## src/rtl/core/bgr_pkg.sv

```systemverilog
// ----------------------------------------------------------------------------
// bgr_pkg
// Shared types and constants of the button gesture recogniser.
// ----------------------------------------------------------------------------
package bgr_pkg;

    localparam int CFG_W       = 16;
    localparam int CFG_INDEX_W = 2;
    localparam int GEST_W      = 2;
    localparam int TIME_W      = 32;

    // Configuration register indexes
    localparam logic [CFG_INDEX_W-1:0] CFG_DEBOUNCE = 2'd0;
    localparam logic [CFG_INDEX_W-1:0] CFG_TAP      = 2'd1;
    localparam logic [CFG_INDEX_W-1:0] CFG_WINDOW   = 2'd2;
    localparam logic [CFG_INDEX_W-1:0] CFG_LONG     = 2'd3;

    // Reset values of the configuration registers
    localparam logic [CFG_W-1:0] DEBOUNCE_RST = 16'd20;
    localparam logic [CFG_W-1:0] TAP_RST      = 16'd300;
    localparam logic [CFG_W-1:0] WINDOW_RST   = 16'd600;
    localparam logic [CFG_W-1:0] LONG_RST     = 16'd1000;

    // Gesture codes
    localparam logic [GEST_W-1:0] GEST_SINGLE = 2'd0;
    localparam logic [GEST_W-1:0] GEST_DOUBLE = 2'd1;
    localparam logic [GEST_W-1:0] GEST_LONG   = 2'd2;

    // Gesture queue geometry
    localparam int QUEUE_PTR_W = 2;
    localparam int QUEUE_DEPTH = 1 << QUEUE_PTR_W;
    localparam int QUEUE_CNT_W = QUEUE_PTR_W + 1;

    typedef struct packed {
        logic [GEST_W-1:0] gesture;
        logic              last;
    } beat_t;

    // Up to two gesture beats produced by one tick
    typedef struct packed {
        logic [1:0] count;
        beat_t      b0;
        beat_t      b1;
    } push_t;

endpackage

```

## src/rtl/core/bgr_front.sv

```systemverilog
// ----------------------------------------------------------------------------
// bgr_front
// Tick processor: debounce, timers, gestures; one tick a cycle while accepted.
// ----------------------------------------------------------------------------
module bgr_front #(
    parameter int DELAY_WIDTH = 16
) (
    input  logic                                clk,
    input  logic                                rst_n,
    input  logic                                cfg_we,
    input  logic [bgr_pkg::CFG_INDEX_W-1:0]     cfg_index,
    input  logic [bgr_pkg::CFG_W-1:0]           cfg_data,
    input  logic                                accept,
    input  logic                                button_level,
    output bgr_pkg::push_t                      push
);
    import bgr_pkg::*;

    localparam logic [32:0] MAX_DELAY = (33'd1 << DELAY_WIDTH) - 33'd1;

    logic [CFG_W-1:0]       debounce_reg, tap_limit_reg, window_reg, long_time_reg;

    logic [TIME_W-1:0]      tick_reg, tick_next;
    logic                   started_reg, started_next;
    logic                   raw_reg, raw_next;
    logic [DELAY_WIDTH-1:0] settle_cnt_reg, settle_cnt_next;
    logic                   settle_act_reg, settle_act_next;
    logic                   deb_reg, deb_next;
    logic                   armed_reg, armed_next;
    logic                   long_rep_reg, long_rep_next;
    logic                   tap_wait_reg, tap_wait_next;
    logic [TIME_W-1:0]      last_acc_reg, last_acc_next;
    logic [TIME_W-1:0]      press_reg, press_next;
    logic [TIME_W-1:0]      first_rel_reg, first_rel_next;
    logic [DELAY_WIDTH-1:0] long_cd_reg, long_cd_next;
    logic                   long_act_reg, long_act_next;
    logic [DELAY_WIDTH-1:0] tap_cd_reg, tap_cd_next;
    logic                   tap_act_reg, tap_act_next;
    push_t                  push_c;

    // Clamp a delay register to the counter width
    function automatic logic [DELAY_WIDTH-1:0] delay_load(input logic [CFG_W-1:0] v);
        logic [31:0] v32;
        v32 = {{(32-CFG_W){1'b0}}, v};
        if (v32 > MAX_DELAY[31:0])
            return MAX_DELAY[DELAY_WIDTH-1:0];
        return v32[DELAY_WIDTH-1:0];
    endfunction

    function automatic push_t emit(input push_t p, input logic [GEST_W-1:0] g);
        push_t r;
        r = p;
        if (p.count == 2'd0)
        begin
            r.b0.gesture = g;
            r.count      = 2'd1;
        end
        else if (p.count == 2'd1)
        begin
            r.b1.gesture = g;
            r.count      = 2'd2;
        end
        return r;
    endfunction

    always_ff @(posedge clk or negedge rst_n)
    begin
        if (!rst_n)
        begin
            debounce_reg  <= DEBOUNCE_RST;
            tap_limit_reg <= TAP_RST;
            window_reg    <= WINDOW_RST;
            long_time_reg <= LONG_RST;
        end
        else if (cfg_we)
        begin
            unique case (cfg_index)
                CFG_DEBOUNCE: debounce_reg  <= cfg_data;
                CFG_TAP:      tap_limit_reg <= cfg_data;
                CFG_WINDOW:   window_reg    <= cfg_data;
                CFG_LONG:     long_time_reg <= cfg_data;
                default:      debounce_reg  <= debounce_reg;
            endcase
        end
    end

    always_comb
    begin
        logic [TIME_W-1:0]      now;
        logic [DELAY_WIDTH-1:0] cnt;
        logic [TIME_W-1:0]      since_acc, since_press, since_rel;

        now             = tick_reg;
        tick_next       = tick_reg + 32'd1;
        started_next    = started_reg;
        raw_next        = raw_reg;
        settle_cnt_next = settle_cnt_reg;
        settle_act_next = settle_act_reg;
        deb_next        = deb_reg;
        armed_next      = armed_reg;
        long_rep_next   = long_rep_reg;
        tap_wait_next   = tap_wait_reg;
        last_acc_next   = last_acc_reg;
        press_next      = press_reg;
        first_rel_next  = first_rel_reg;
        long_cd_next    = long_cd_reg;
        long_act_next   = long_act_reg;
        tap_cd_next     = tap_cd_reg;
        tap_act_next    = tap_act_reg;
        push_c          = '0;
        cnt             = '0;
        since_acc       = now - last_acc_reg;
        since_press     = now - press_reg;
        since_rel       = now - first_rel_reg;

        if (!started_reg)
        begin
            // First tick: sample only
            started_next  = 1'b1;
            raw_next      = button_level;
            deb_next      = button_level;
            armed_next    = !button_level;
            last_acc_next = now;
            press_next    = now;
        end
        else
        begin
            if (button_level != raw_reg)
            begin
                raw_next        = button_level;
                settle_cnt_next = delay_load(debounce_reg);
                settle_act_next = 1'b1;
            end

            // Long-press timer
            if (long_act_reg)
            begin
                cnt = long_cd_reg;
                if (cnt != '0)
                    cnt = cnt - DELAY_WIDTH'(1);
                long_cd_next = cnt;
                if (cnt == '0)
                begin
                    long_act_next = 1'b0;
                    if (armed_reg && deb_reg && !long_rep_reg)
                    begin
                        long_rep_next = 1'b1;
                        tap_wait_next = 1'b0;
                        tap_act_next  = 1'b0;
                        tap_cd_next   = '0;
                        push_c        = emit(push_c, GEST_LONG);
                    end
                end
            end

            // Double-click window timer
            if (tap_act_next)
            begin
                cnt = tap_cd_next;
                if (cnt != '0)
                    cnt = cnt - DELAY_WIDTH'(1);
                tap_cd_next = cnt;
                if (cnt == '0)
                begin
                    tap_act_next = 1'b0;
                    if (armed_reg && tap_wait_next)
                    begin
                        tap_wait_next = 1'b0;
                        push_c        = emit(push_c, GEST_SINGLE);
                    end
                end
            end

            // Settle timer and edge acceptance
            if (settle_act_next)
            begin
                if (settle_cnt_next == '0)
                begin
                    settle_act_next = 1'b0;
                    if (button_level != deb_reg &&
                        since_acc >= {{(TIME_W-CFG_W){1'b0}}, debounce_reg})
                    begin
                        last_acc_next = now;
                        if (button_level)
                        begin
                            deb_next = 1'b1;
                            if (armed_reg)
                            begin
                                press_next    = now;
                                long_rep_next = 1'b0;
                                long_cd_next  = delay_load(long_time_reg);
                                long_act_next = 1'b1;
                            end
                        end
                        else
                        begin
                            deb_next      = 1'b0;
                            long_act_next = 1'b0;
                            long_cd_next  = '0;
                            if (!armed_reg)
                            begin
                                armed_next    = 1'b1;
                                long_rep_next = 1'b0;
                                tap_wait_next = 1'b0;
                                tap_act_next  = 1'b0;
                                tap_cd_next   = '0;
                            end
                            else if (!long_rep_next)
                            begin
                                if (since_press > {{(TIME_W-CFG_W){1'b0}}, tap_limit_reg})
                                begin
                                    tap_wait_next = 1'b0;
                                    tap_act_next  = 1'b0;
                                    tap_cd_next   = '0;
                                    push_c        = emit(push_c, GEST_SINGLE);
                                end
                                else if (!tap_wait_next)
                                begin
                                    tap_wait_next  = 1'b1;
                                    first_rel_next = now;
                                    tap_cd_next    = delay_load(window_reg);
                                    tap_act_next   = 1'b1;
                                end
                                else if (since_rel <= {{(TIME_W-CFG_W){1'b0}}, window_reg})
                                begin
                                    tap_wait_next = 1'b0;
                                    tap_act_next  = 1'b0;
                                    tap_cd_next   = '0;
                                    push_c        = emit(push_c, GEST_DOUBLE);
                                end
                                else
                                begin
                                    push_c         = emit(push_c, GEST_SINGLE);
                                    tap_wait_next  = 1'b1;
                                    first_rel_next = now;
                                    tap_cd_next    = delay_load(window_reg);
                                    tap_act_next   = 1'b1;
                                end
                            end
                        end
                    end
                end
                else
                begin
                    settle_cnt_next = settle_cnt_next - DELAY_WIDTH'(1);
                end
            end
        end

        // Mark the final beat of the tick
        if (push_c.count == 2'd1)
            push_c.b0.last = 1'b1;
        else if (push_c.count == 2'd2)
            push_c.b1.last = 1'b1;
    end

    always_comb
    begin
        push = push_c;
        if (!accept)
            push.count = 2'd0;
    end

    always_ff @(posedge clk or negedge rst_n)
    begin
        if (!rst_n)
        begin
            tick_reg       <= '0;
            started_reg    <= 1'b0;
            raw_reg        <= 1'b0;
            settle_cnt_reg <= '0;
            settle_act_reg <= 1'b0;
            deb_reg        <= 1'b0;
            armed_reg      <= 1'b1;
            long_rep_reg   <= 1'b0;
            tap_wait_reg   <= 1'b0;
            last_acc_reg   <= '0;
            press_reg      <= '0;
            first_rel_reg  <= '0;
            long_cd_reg    <= '0;
            long_act_reg   <= 1'b0;
            tap_cd_reg     <= '0;
            tap_act_reg    <= 1'b0;
        end
        else if (accept)
        begin
            tick_reg       <= tick_next;
            started_reg    <= started_next;
            raw_reg        <= raw_next;
            settle_cnt_reg <= settle_cnt_next;
            settle_act_reg <= settle_act_next;
            deb_reg        <= deb_next;
            armed_reg      <= armed_next;
            long_rep_reg   <= long_rep_next;
            tap_wait_reg   <= tap_wait_next;
            last_acc_reg   <= last_acc_next;
            press_reg      <= press_next;
            first_rel_reg  <= first_rel_next;
            long_cd_reg    <= long_cd_next;
            long_act_reg   <= long_act_next;
            tap_cd_reg     <= tap_cd_next;
            tap_act_reg    <= tap_act_next;
        end
    end

endmodule

```

## src/rtl/core/bgr_queue.sv

```systemverilog
// ----------------------------------------------------------------------------
// bgr_queue
// Gesture queue: in up to two beats a cycle, out one a cycle on out_ready.
// ----------------------------------------------------------------------------
module bgr_queue (
    input  logic                            clk,
    input  logic                            rst_n,
    input  bgr_pkg::push_t                  push,
    output logic                            space_ok,
    output logic                            out_valid,
    input  logic                            out_ready,
    output logic [bgr_pkg::GEST_W-1:0]      gesture,
    output logic                            last_of_tick
);
    import bgr_pkg::*;

    beat_t                  mem_reg [QUEUE_DEPTH];
    logic [QUEUE_PTR_W-1:0] head_reg, head_next;
    logic [QUEUE_PTR_W-1:0] tail_reg, tail_next;
    logic [QUEUE_CNT_W-1:0] count_reg, count_next;
    logic                   pop;
    beat_t                  head_beat;

    assign pop       = out_valid && out_ready;
    assign out_valid = (count_reg != '0);
    assign space_ok  = (count_reg <= QUEUE_CNT_W'(QUEUE_DEPTH - 2));
    assign head_beat = mem_reg[head_reg];
    assign gesture      = head_beat.gesture;
    assign last_of_tick = head_beat.last;

    assign head_next  = head_reg + QUEUE_PTR_W'(pop);
    assign tail_next  = tail_reg + QUEUE_PTR_W'(push.count);
    assign count_next = count_reg + QUEUE_CNT_W'(push.count) - QUEUE_CNT_W'(pop);

    always_ff @(posedge clk)
    begin
        if (push.count != 2'd0)
            mem_reg[tail_reg] <= push.b0;
        if (push.count == 2'd2)
            mem_reg[tail_reg + QUEUE_PTR_W'(1)] <= push.b1;
    end

    always_ff @(posedge clk or negedge rst_n)
    begin
        if (!rst_n)
        begin
            head_reg  <= '0;
            tail_reg  <= '0;
            count_reg <= '0;
        end
        else
        begin
            head_reg  <= head_next;
            tail_reg  <= tail_next;
            count_reg <= count_next;
        end
    end

endmodule

```

## src/rtl/core/button_gesture_recognizer_core.sv

```systemverilog
// ----------------------------------------------------------------------------
// button_gesture_recognizer_core
// Debounced single-click, double-click and long-press recogniser.
// ----------------------------------------------------------------------------
// Each input beat is one millisecond tick carrying the sampled button level.
// The block takes one tick per clock cycle while in_ready is high: the tick
// processor updates the debounce, long-press and double-click timers and
// writes the zero, one or two gesture beats the tick causes into a four-entry
// queue. A gesture beat is registered into the queue when its tick beat is
// accepted. The queue alone sets the input rate: in_ready drops while fewer
// than two entries are free, so ticks flow every cycle as long as the output
// side drains gestures. last_of_tick marks the final gesture of a tick.
// Configuration registers (debounce_time, tap_limit, double_window,
// long_time, indexes 0 to 3) are written with cfg_we and take effect on the
// next tick; write them only while the block is idle. Timer counts are
// DELAY_WIDTH bits wide and larger delays saturate. Tick timestamps wrap
// modulo 2^32. The first tick after reset only samples the level, and a
// press held from that point is ignored until its release.
// ----------------------------------------------------------------------------
module button_gesture_recognizer_core #(
    parameter int DELAY_WIDTH = 16
) (
    input  logic                                clk,
    input  logic                                rst_n,
    input  logic                                cfg_we,
    input  logic [bgr_pkg::CFG_INDEX_W-1:0]     cfg_index,
    input  logic [bgr_pkg::CFG_W-1:0]           cfg_data,
    input  logic                                in_valid,
    output logic                                in_ready,
    input  logic                                button_level,
    output logic                                out_valid,
    input  logic                                out_ready,
    output logic [bgr_pkg::GEST_W-1:0]          gesture,
    output logic                                last_of_tick
);
    import bgr_pkg::*;

    push_t push;
    logic  space_ok;
    logic  accept;

    // Accept a tick only when the queue can absorb the worst case of two beats
    assign in_ready = space_ok;
    assign accept   = in_valid && in_ready;

    bgr_front #(
        .DELAY_WIDTH (DELAY_WIDTH)
    ) u_front (
        .clk          (clk),
        .rst_n        (rst_n),
        .cfg_we       (cfg_we),
        .cfg_index    (cfg_index),
        .cfg_data     (cfg_data),
        .accept       (accept),
        .button_level (button_level),
        .push         (push)
    );

    // Hold gestures here; a stalled consumer blocks ticks only once the queue fills
    bgr_queue u_queue (
        .clk          (clk),
        .rst_n        (rst_n),
        .push         (push),
        .space_ok     (space_ok),
        .out_valid    (out_valid),
        .out_ready    (out_ready),
        .gesture      (gesture),
        .last_of_tick (last_of_tick)
    );

endmodule

```

## config.mk

```make
export PLATFORM = sky130hd
export DESIGN_NAME = button_gesture_recognizer_core
export DESIGN_NICKNAME = d
export VERILOG_FILES = /design/src/rtl/core/bgr_pkg.sv /design/src/rtl/core/bgr_front.sv /design/src/rtl/core/bgr_queue.sv /design/src/rtl/core/button_gesture_recognizer_core.sv
export SDC_FILE = /design/constraint.sdc
export NUM_CORES = 1
export LEC_CHECK = 0
export ABC_AREA = 1
export ABC_CLOCK_PERIOD_IN_PS = 5710
export BUFFER_PORTS_ARGS = -buffer_cell sky130_fd_sc_hd__buf_2
export CAP_MARGIN = 20
export CORE_MARGIN = 1
export CORE_UTILIZATION = 45
export DETAILED_ROUTE_END_ITERATION = 16
export PLACE_DENSITY_LB_ADDON = 0.2
export SYNTH_ARGS = -nofsm -noshare
export SYNTH_HDL_FRONTEND = slang
export SYNTH_SLANG_ARGS = --single-unit
```

## constraint.sdc

```tcl
create_clock -name clk -period 5.71 [get_ports clk]
set_clock_uncertainty 0.1 [all_clocks]
set_input_delay 1.142 -clock clk [delete_from_list [all_inputs] [get_ports clk]]
set_output_delay 1.142 -clock clk [all_outputs]
set_load 0.02 [all_outputs]
```

==> results of run 1 <==
per-layer routing:
layer,wire [um],global-route usage [%]
met1,28470,37.09
met2,27920,44.88
met3,2773,3.412
met4,1868,8.768
met5,0,0
synthesized netlist by cell type, types with 23 or more instances:
library cell  count
nand2_1         690
inv_1           363
o21ai_0         322
dfrtp_1         239
a21oi_1         179
nor2_1          171
ha_1            154
nand3_1         121
xor2_1           91
clkbuf_1         57
o21ai_1          55
nand4_1          42
xnor2_1          40
nor3_1           38
o211ai_1         23
final timing paths:
check,endpoint,depth (start not counted)
worst max-delay path,u_queue.count_reg[2],34
worst min-delay path,u_front.settle_cnt_reg[11],2
worst max register to register,u_queue.count_reg[2],34
worst min register to register,u_front.settle_cnt_reg[11],2
max in group asynchronous,u_front.press_reg[29],2
min in group asynchronous,u_front.long_cd_reg[8],1
cell families after synthesis:
kind of cell,after synthesis,synth area share (%)
flops,268,33.59
mux,1,0.04983
xor+xnor,131,5.712
fa+ha+maj,158,9.991
compound gates,662,17.95
simple gates,1135,24.24
buf+inv,444,8.465
area by class of cell:
class	count	area (um2)	area share [%]
multi-input cells	2087	11950	52.40
flip-flops and latches	268	6748	29.59
inverters	373	1400	6.140
clock buffers	43	944.7	4.142
repair buffers	107	818.3	3.588
well taps	592	740.7	3.248
clock inverters	16	202.7	0.8888
worst max-delay path, delay by kind of cell, from the launching register on:
| kind | cells | cell delay [ns] |
|---|---|---|
| AOI/OAI and AO/OA | 3 | 0.49 |
| xor gates and xnor gates | 3 | 0.46 |
| and+or+nand+nor | 17 | 1.53 |
| DFF | 1 | 0.40 |
| adders and majority gates | 5 | 1.60 |
| buffers and inverters | 6 | 0.63 |
power breakdown:
part / internal [mW] / leakage (nW) / switching [mW]
logic: 1.11 / 6.56 / 1.97
clock network: 1.36 / 0.563 / 0.884
registers: 2.19 / 3.34 / 0.282
per-stage QoR:
stage	util, %	area, um2	instances	hold WS (ns)
3_3_place_gp	48.21	21270	3418	0.3558
4_1_cts	50.83	22430	3477	0.3795
6_report	51.68	22800	3486	0.3810
5_1_grt	51.68	22800	3486	0.3909
3_5_place_dp	48.21	21270	3418	0.3641
2_1_floorplan	-	20090	2799	0.3384
what timing repair did:
action                                  CTS  global route
endpoints found under the setup margin    1            84
resized for setup                         1            63
pin swaps                                 0            19
buffers inserted                          0             7
gates cloned                              0             1
endpoints found under the hold margin     0             0
hold buffers                              0             0
==> reports/metrics.csv, run 1 <==
stage,metric,value,unit
yosys,synthesized cell area,20090,um2
clock_network,CTS tree,done,
floorplanning,core area,44120,um2
floorplanning,die area,45490,um2
critical_path,Worst Setup Start Kind,flop,
routing,Total Wirelength,61.03,mm
timing,Fmax,187.4,MHz
critical_path,r2r setup slk,0.37,ns
critical_path,delay of the slowest cell on the worst path,0.44,ns
clock_network,H-tree depth,2,
yosys,Mean Syn Cell Area,7.176,um2
pwr,pwr/cell area,341.8,nW/um2
yosys,Synthesis Warnings,0,
yosys,Synth Flop Type,dfrtp_1,
routing,Starting DRT DRC Count,1448,
cells_and_area,"most common cell after layout, fill and taps aside",nand2_1,
yosys,biggest area consumer among synthesized cells,dfrtp_1,
critical_path,Required @ worst endpoint,6.02,ns
hold_path,Hold Crit Class,reg2reg,
placed_design,PortBufs,28,
cells_and_area,Layout area overhead,13.53,%
floorplanning,die height,213.3,um
placed_design,GP Congestion,0.9289,
clock_network,Num CTS Buffers,34,
critical_path,crit path launch,u_front.tick_reg[0],
timing,Rel. slew slack,34.41,%
yosys,count of cell types in the netlist,62,
critical_path,CP max-delay cell,fa_2,
timing,final setup vio count,0,
cells_and_area,layout cells sized above 1,9.952,%
timing,worst slew pin tran,0.9815,ns
routing,vias,19060,
timing,PnR worst setup slack,0.3730,ns
routing,post-route ant nets,0,
grt,first-pass GRT wire length,97.42,mm
routing,DRC errors left,0,
yosys,Gate Count Post-Synth,2799,
cells_and_area,# diodes,0,
timing,Post-Route Setup TNS,0,ns
yosys,number of flops mapped to enable cells by yosys,8,
grt,largest net degree at the start of global routing,98,
hold_path,worst min-delay path startpoint,u_front.settle_cnt_reg[11],
clock_network,clock latency on the worst-skew pair,0.54,ns
flow_run,max-cap viol count,0,
yosys,top cell type's share of synthesized area,29.77,%
clock_network,CTS Buffer Depth,3,
floorplanning,chip width,213.3,um
clock_network,CTS root buffer,clkbuf_16,
critical_path,crit path kind,reg2reg,
cells_and_area,fill cell count,4445,
floorplanning,I/O pin count,29,
routing,WL/cell,17.51,um
critical_path,most frequent CP cell,nand2_1,
placed_design,DP HPWL,47.39,mm
critical_path,RR Startpoint,u_front.tick_reg[0],
yosys,ys async rst share,95.52,%
placed_design,pre-CTS setup slack,0.01474,ns
timing,Tmin final,5.337,ns
critical_path,crit path DAT,5.65,ns
floorplanning,Initial Util,45.52,%
timing,max-slew violations,0,
status,status,"complete, no violations",
critical_path,crit-path max FO,4,
grt,initial antenna violation count,0,
pwr,worst vdd ir,0.0002043,V
floorplanning,FP Rows,77,
timing,count of final hold-check violations,0,
yosys,ranking of synthesized cells by area,"dfrtp_1, nand2_1, ha_1",
yosys,Post-Synthesis Net Count,2981,
routing,vias per inst,5.466,
timing,final worst-path cycle share,93.47,%
yosys,"Seq/Total Area, Yosys",33.59,%
grt,Tot GR Track Use,27.27,%
routing,1st-pass router iterations,5,
pwr,leakage,10.46,nW
clock_network,Worst-path clk slew,0.06,ns
cells_and_area,most frequent cells in the layout,"nand2_1, inv_1, o21ai_0, dfrtp_1, a21oi_1",
pwr,Total Power,7.794,mW
grt,number of global-route vias before repair,18440,
cells_and_area,NumNets Final,3053,
critical_path,Critical Path End Type,flop,
yosys,Seq cells post-synth,268,
clock_network,CTS sink count,268,
grt,total grt overflow,0,
No activity file was read; power rests on OpenSTA's default activity.
==> inputs of run 2 (changes only) <==
Settings changed: RECOVER_POWER from default to 50.
==> reports/metrics.csv, run 2 (synthesis gave the netlist of run 1 again) <==
stage,metric,value,unit,change
status,status,finished with violations,,
grt,number of global-route vias before repair,18440,,unchanged
clock_network,CTS tree,done,,
timing,Rel. slew slack,-150.3,%,-180 points
hold_path,WHS Path Cells,2,,unchanged
critical_path,RR Startpoint,u_front.tick_reg[7],,
cells_and_area,most frequent cells in the layout,"nand2_1, inv_1, o21ai_0, dfrtp_1, a21oi_1",,
cells_and_area,# diodes,0,,unchanged
clock_network,number of hold buffers added after cts,0,,unchanged
routing,WL/cell,17.50,um,about the same
timing,final worst-path cycle share,93.57,%,+0.10 points
cells_and_area,Layout area overhead,13.37,%,
routing,Total Wirelength,60.99,mm,about the same
floorplanning,FP Rows,77,,unchanged
critical_path,crit path kind,reg2reg,,
clock_network,CTS Buffer Depth,3,,unchanged
floorplanning,die area,45490,um2,unchanged
routing,Starting DRT DRC Count,1501,,+3.7%
pwr,pwr/cell area,341.9,nW/um2,about the same
critical_path,Critical Path End Type,flop,,
hold_path,Hold Crit Class,reg2reg,,
grt,initial antenna violation count,0,,unchanged
clock_network,CTS root buffer,clkbuf_16,,
cells_and_area,NumNets Final,3053,,unchanged
grt,first-pass GRT wire length,97.42,mm,unchanged
placed_design,DP HPWL,47.39,mm,unchanged
pwr,worst vdd ir,0.0002041,V,about the same
cells_and_area,layout cells sized above 1,9.744,%,-0.21 points
floorplanning,chip width,213.3,um,unchanged
flow_run,max-cap viol count,1,,+1
critical_path,worst r2r dst,u_queue.count_reg[2],,
routing,post-route ant nets,0,,unchanged
routing,vias per inst,5.469,,about the same
clock_network,clock latency on the worst-skew pair,0.54,ns,about the same
cells_and_area,Final Util,51.61,%,-0.071 points
placed_design,PortBufs,28,,unchanged
floorplanning,Initial Util,45.52,%,unchanged
floorplanning,I/O pin count,29,,unchanged
critical_path,crit-path max FO,6,,+2
cells_and_area,"most common cell after layout, fill and taps aside",nand2_1,,
critical_path,reg2reg path depth,26,,-24%
routing,DRC errors left,0,,unchanged
timing,Tmin final,5.343,ns,+0.005992 ns
critical_path,crit path DAT,5.65,ns,about the same
placed_design,GP Congestion,0.9289,,unchanged
grt,Tot GR Track Use,27.27,%,unchanged
critical_path,Worst Setup Start Kind,flop,,
grt,total grt overflow,0,,unchanged
clock_network,H-tree depth,2,,unchanged
timing,final setup vio count,0,,unchanged
status,failing checks,"max-capacitance violations, max-slew violations",,
clock_network,Num CTS Buffers,34,,unchanged
floorplanning,core area,44120,um2,unchanged
grt,largest net degree at the start of global routing,98,,unchanged
routing,vias,19070,,+0.058%
pwr,leakage,10.44,nW,-0.19%
hold_path,worst min-delay path startpoint,u_front.settle_cnt_reg[11],,
routing,1st-pass router iterations,6,,+1
clock_network,Worst-path clk slew,0.06,ns,about the same
critical_path,r2r setup slk,0.37,ns,about the same
clock_network,CTS sink count,268,,unchanged
timing,max-slew violations,66,,+66
timing,worst slew pin tran,3.754,ns,+2.773 ns
timing,count of final hold-check violations,0,,unchanged
timing,Hold Worst Slack,0.3809,ns,-0.00006000 ns
floorplanning,die height,213.3,um,unchanged
timing,Fmax,187.2,MHz,-0.11%
hold_path,Hold Path End,u_front.settle_cnt_reg[11],,
critical_path,Required @ worst endpoint,6.02,ns,about the same
==> run 2: how the worst max path moves through the flow <==
stage,startpoint,to,depth (start not counted)
floorplan,u_front.long_cd_reg[0],u_queue.count_reg[2],37
global placement,u_front.tick_reg[0],u_queue.count_reg[2],31
detailed placement,u_front.tick_reg[0],u_queue.count_reg[2],31
CTS,u_front.tick_reg[0],u_queue.count_reg[2],31
global route,u_front.tick_reg[2],u_queue.count_reg[2],30
finish,u_front.tick_reg[7],u_queue.count_reg[2],26
==> run 2: area by class of cell <==
type,count,area [um2]
clock buffers,43,944.7
clock inverters,16,202.7
fillers,4451,21350
inverters,373,1400
multi-input cells,2087,11950
flip-flops and latches,268,6748
well taps,592,740.7
repair buffers,107,787.0
==> run 2: where the power goes <==
part	switching, mW	internal (mW)
sequential	0.281	2.19
combinational	1.97	1.11
clock	0.882	1.36
total	3.14	4.65
==> run 2: routing by layer <==
layer  part of all wire (%)  up-vias  track usage, %
met3                    4.5      101           3.412
met5                      0        -               0
met1                     47     9093           37.09
li1                       -     9434               -
met2                     46      438           44.88
met4                    3.1        0           8.768
==> run 2: per-stage QoR <==
step / area [um2] / power, mW / setup TNS, ns / setup slack [ns] / std cells
2_1_floorplan: 20090 / 4.495 / 0 / 0.3779 / 2799
3_3_place_gp: 21270 / 5.358 / 0 / 0.2089 / 3418
3_5_place_dp: 21270 / 5.413 / 0 / 0.01474 / 3418
5_1_grt: 22770 / 8.348 / -0.08807 / -0.08807 / 3486
4_1_cts: 22430 / 7.693 / 0 / 0.08489 / 3477
6_report: 22770 / 7.787 / 0 / 0.3670 / 3486
==> run 2: critical path, cell delays in order, from the launching register on <==
cell      delay, ns
dfrtp_1        0.42
buf_4          0.19
ha_1           0.36
nand2_1        0.13
nor2_1         0.15
inv_1          0.05
nor3_1         0.25
a21oi_1        0.17
o21bai_2       0.26
xor2_1         0.20
ha_1           0.28
a31oi_1        0.20
nand4_1        0.17
nor4_4         0.26
nand4_1        0.12
nor2_1         0.10
nand4_1        0.22
nand3_2        0.19
nor2_1         0.09
nand3_2        0.11
nand2_2        0.05
clkinv_1       0.08
nand3_4        0.07
ha_4           0.23
fa_1           0.43
xnor2_1        0.15
xor2_1         0.16
==> run 2: what timing repair did <==
action	in CTS	in global routing
pin swaps	0	19
setup endpoints to repair	1	84
cloned	0	1
resized for setup	1	63
buffers inserted	0	7
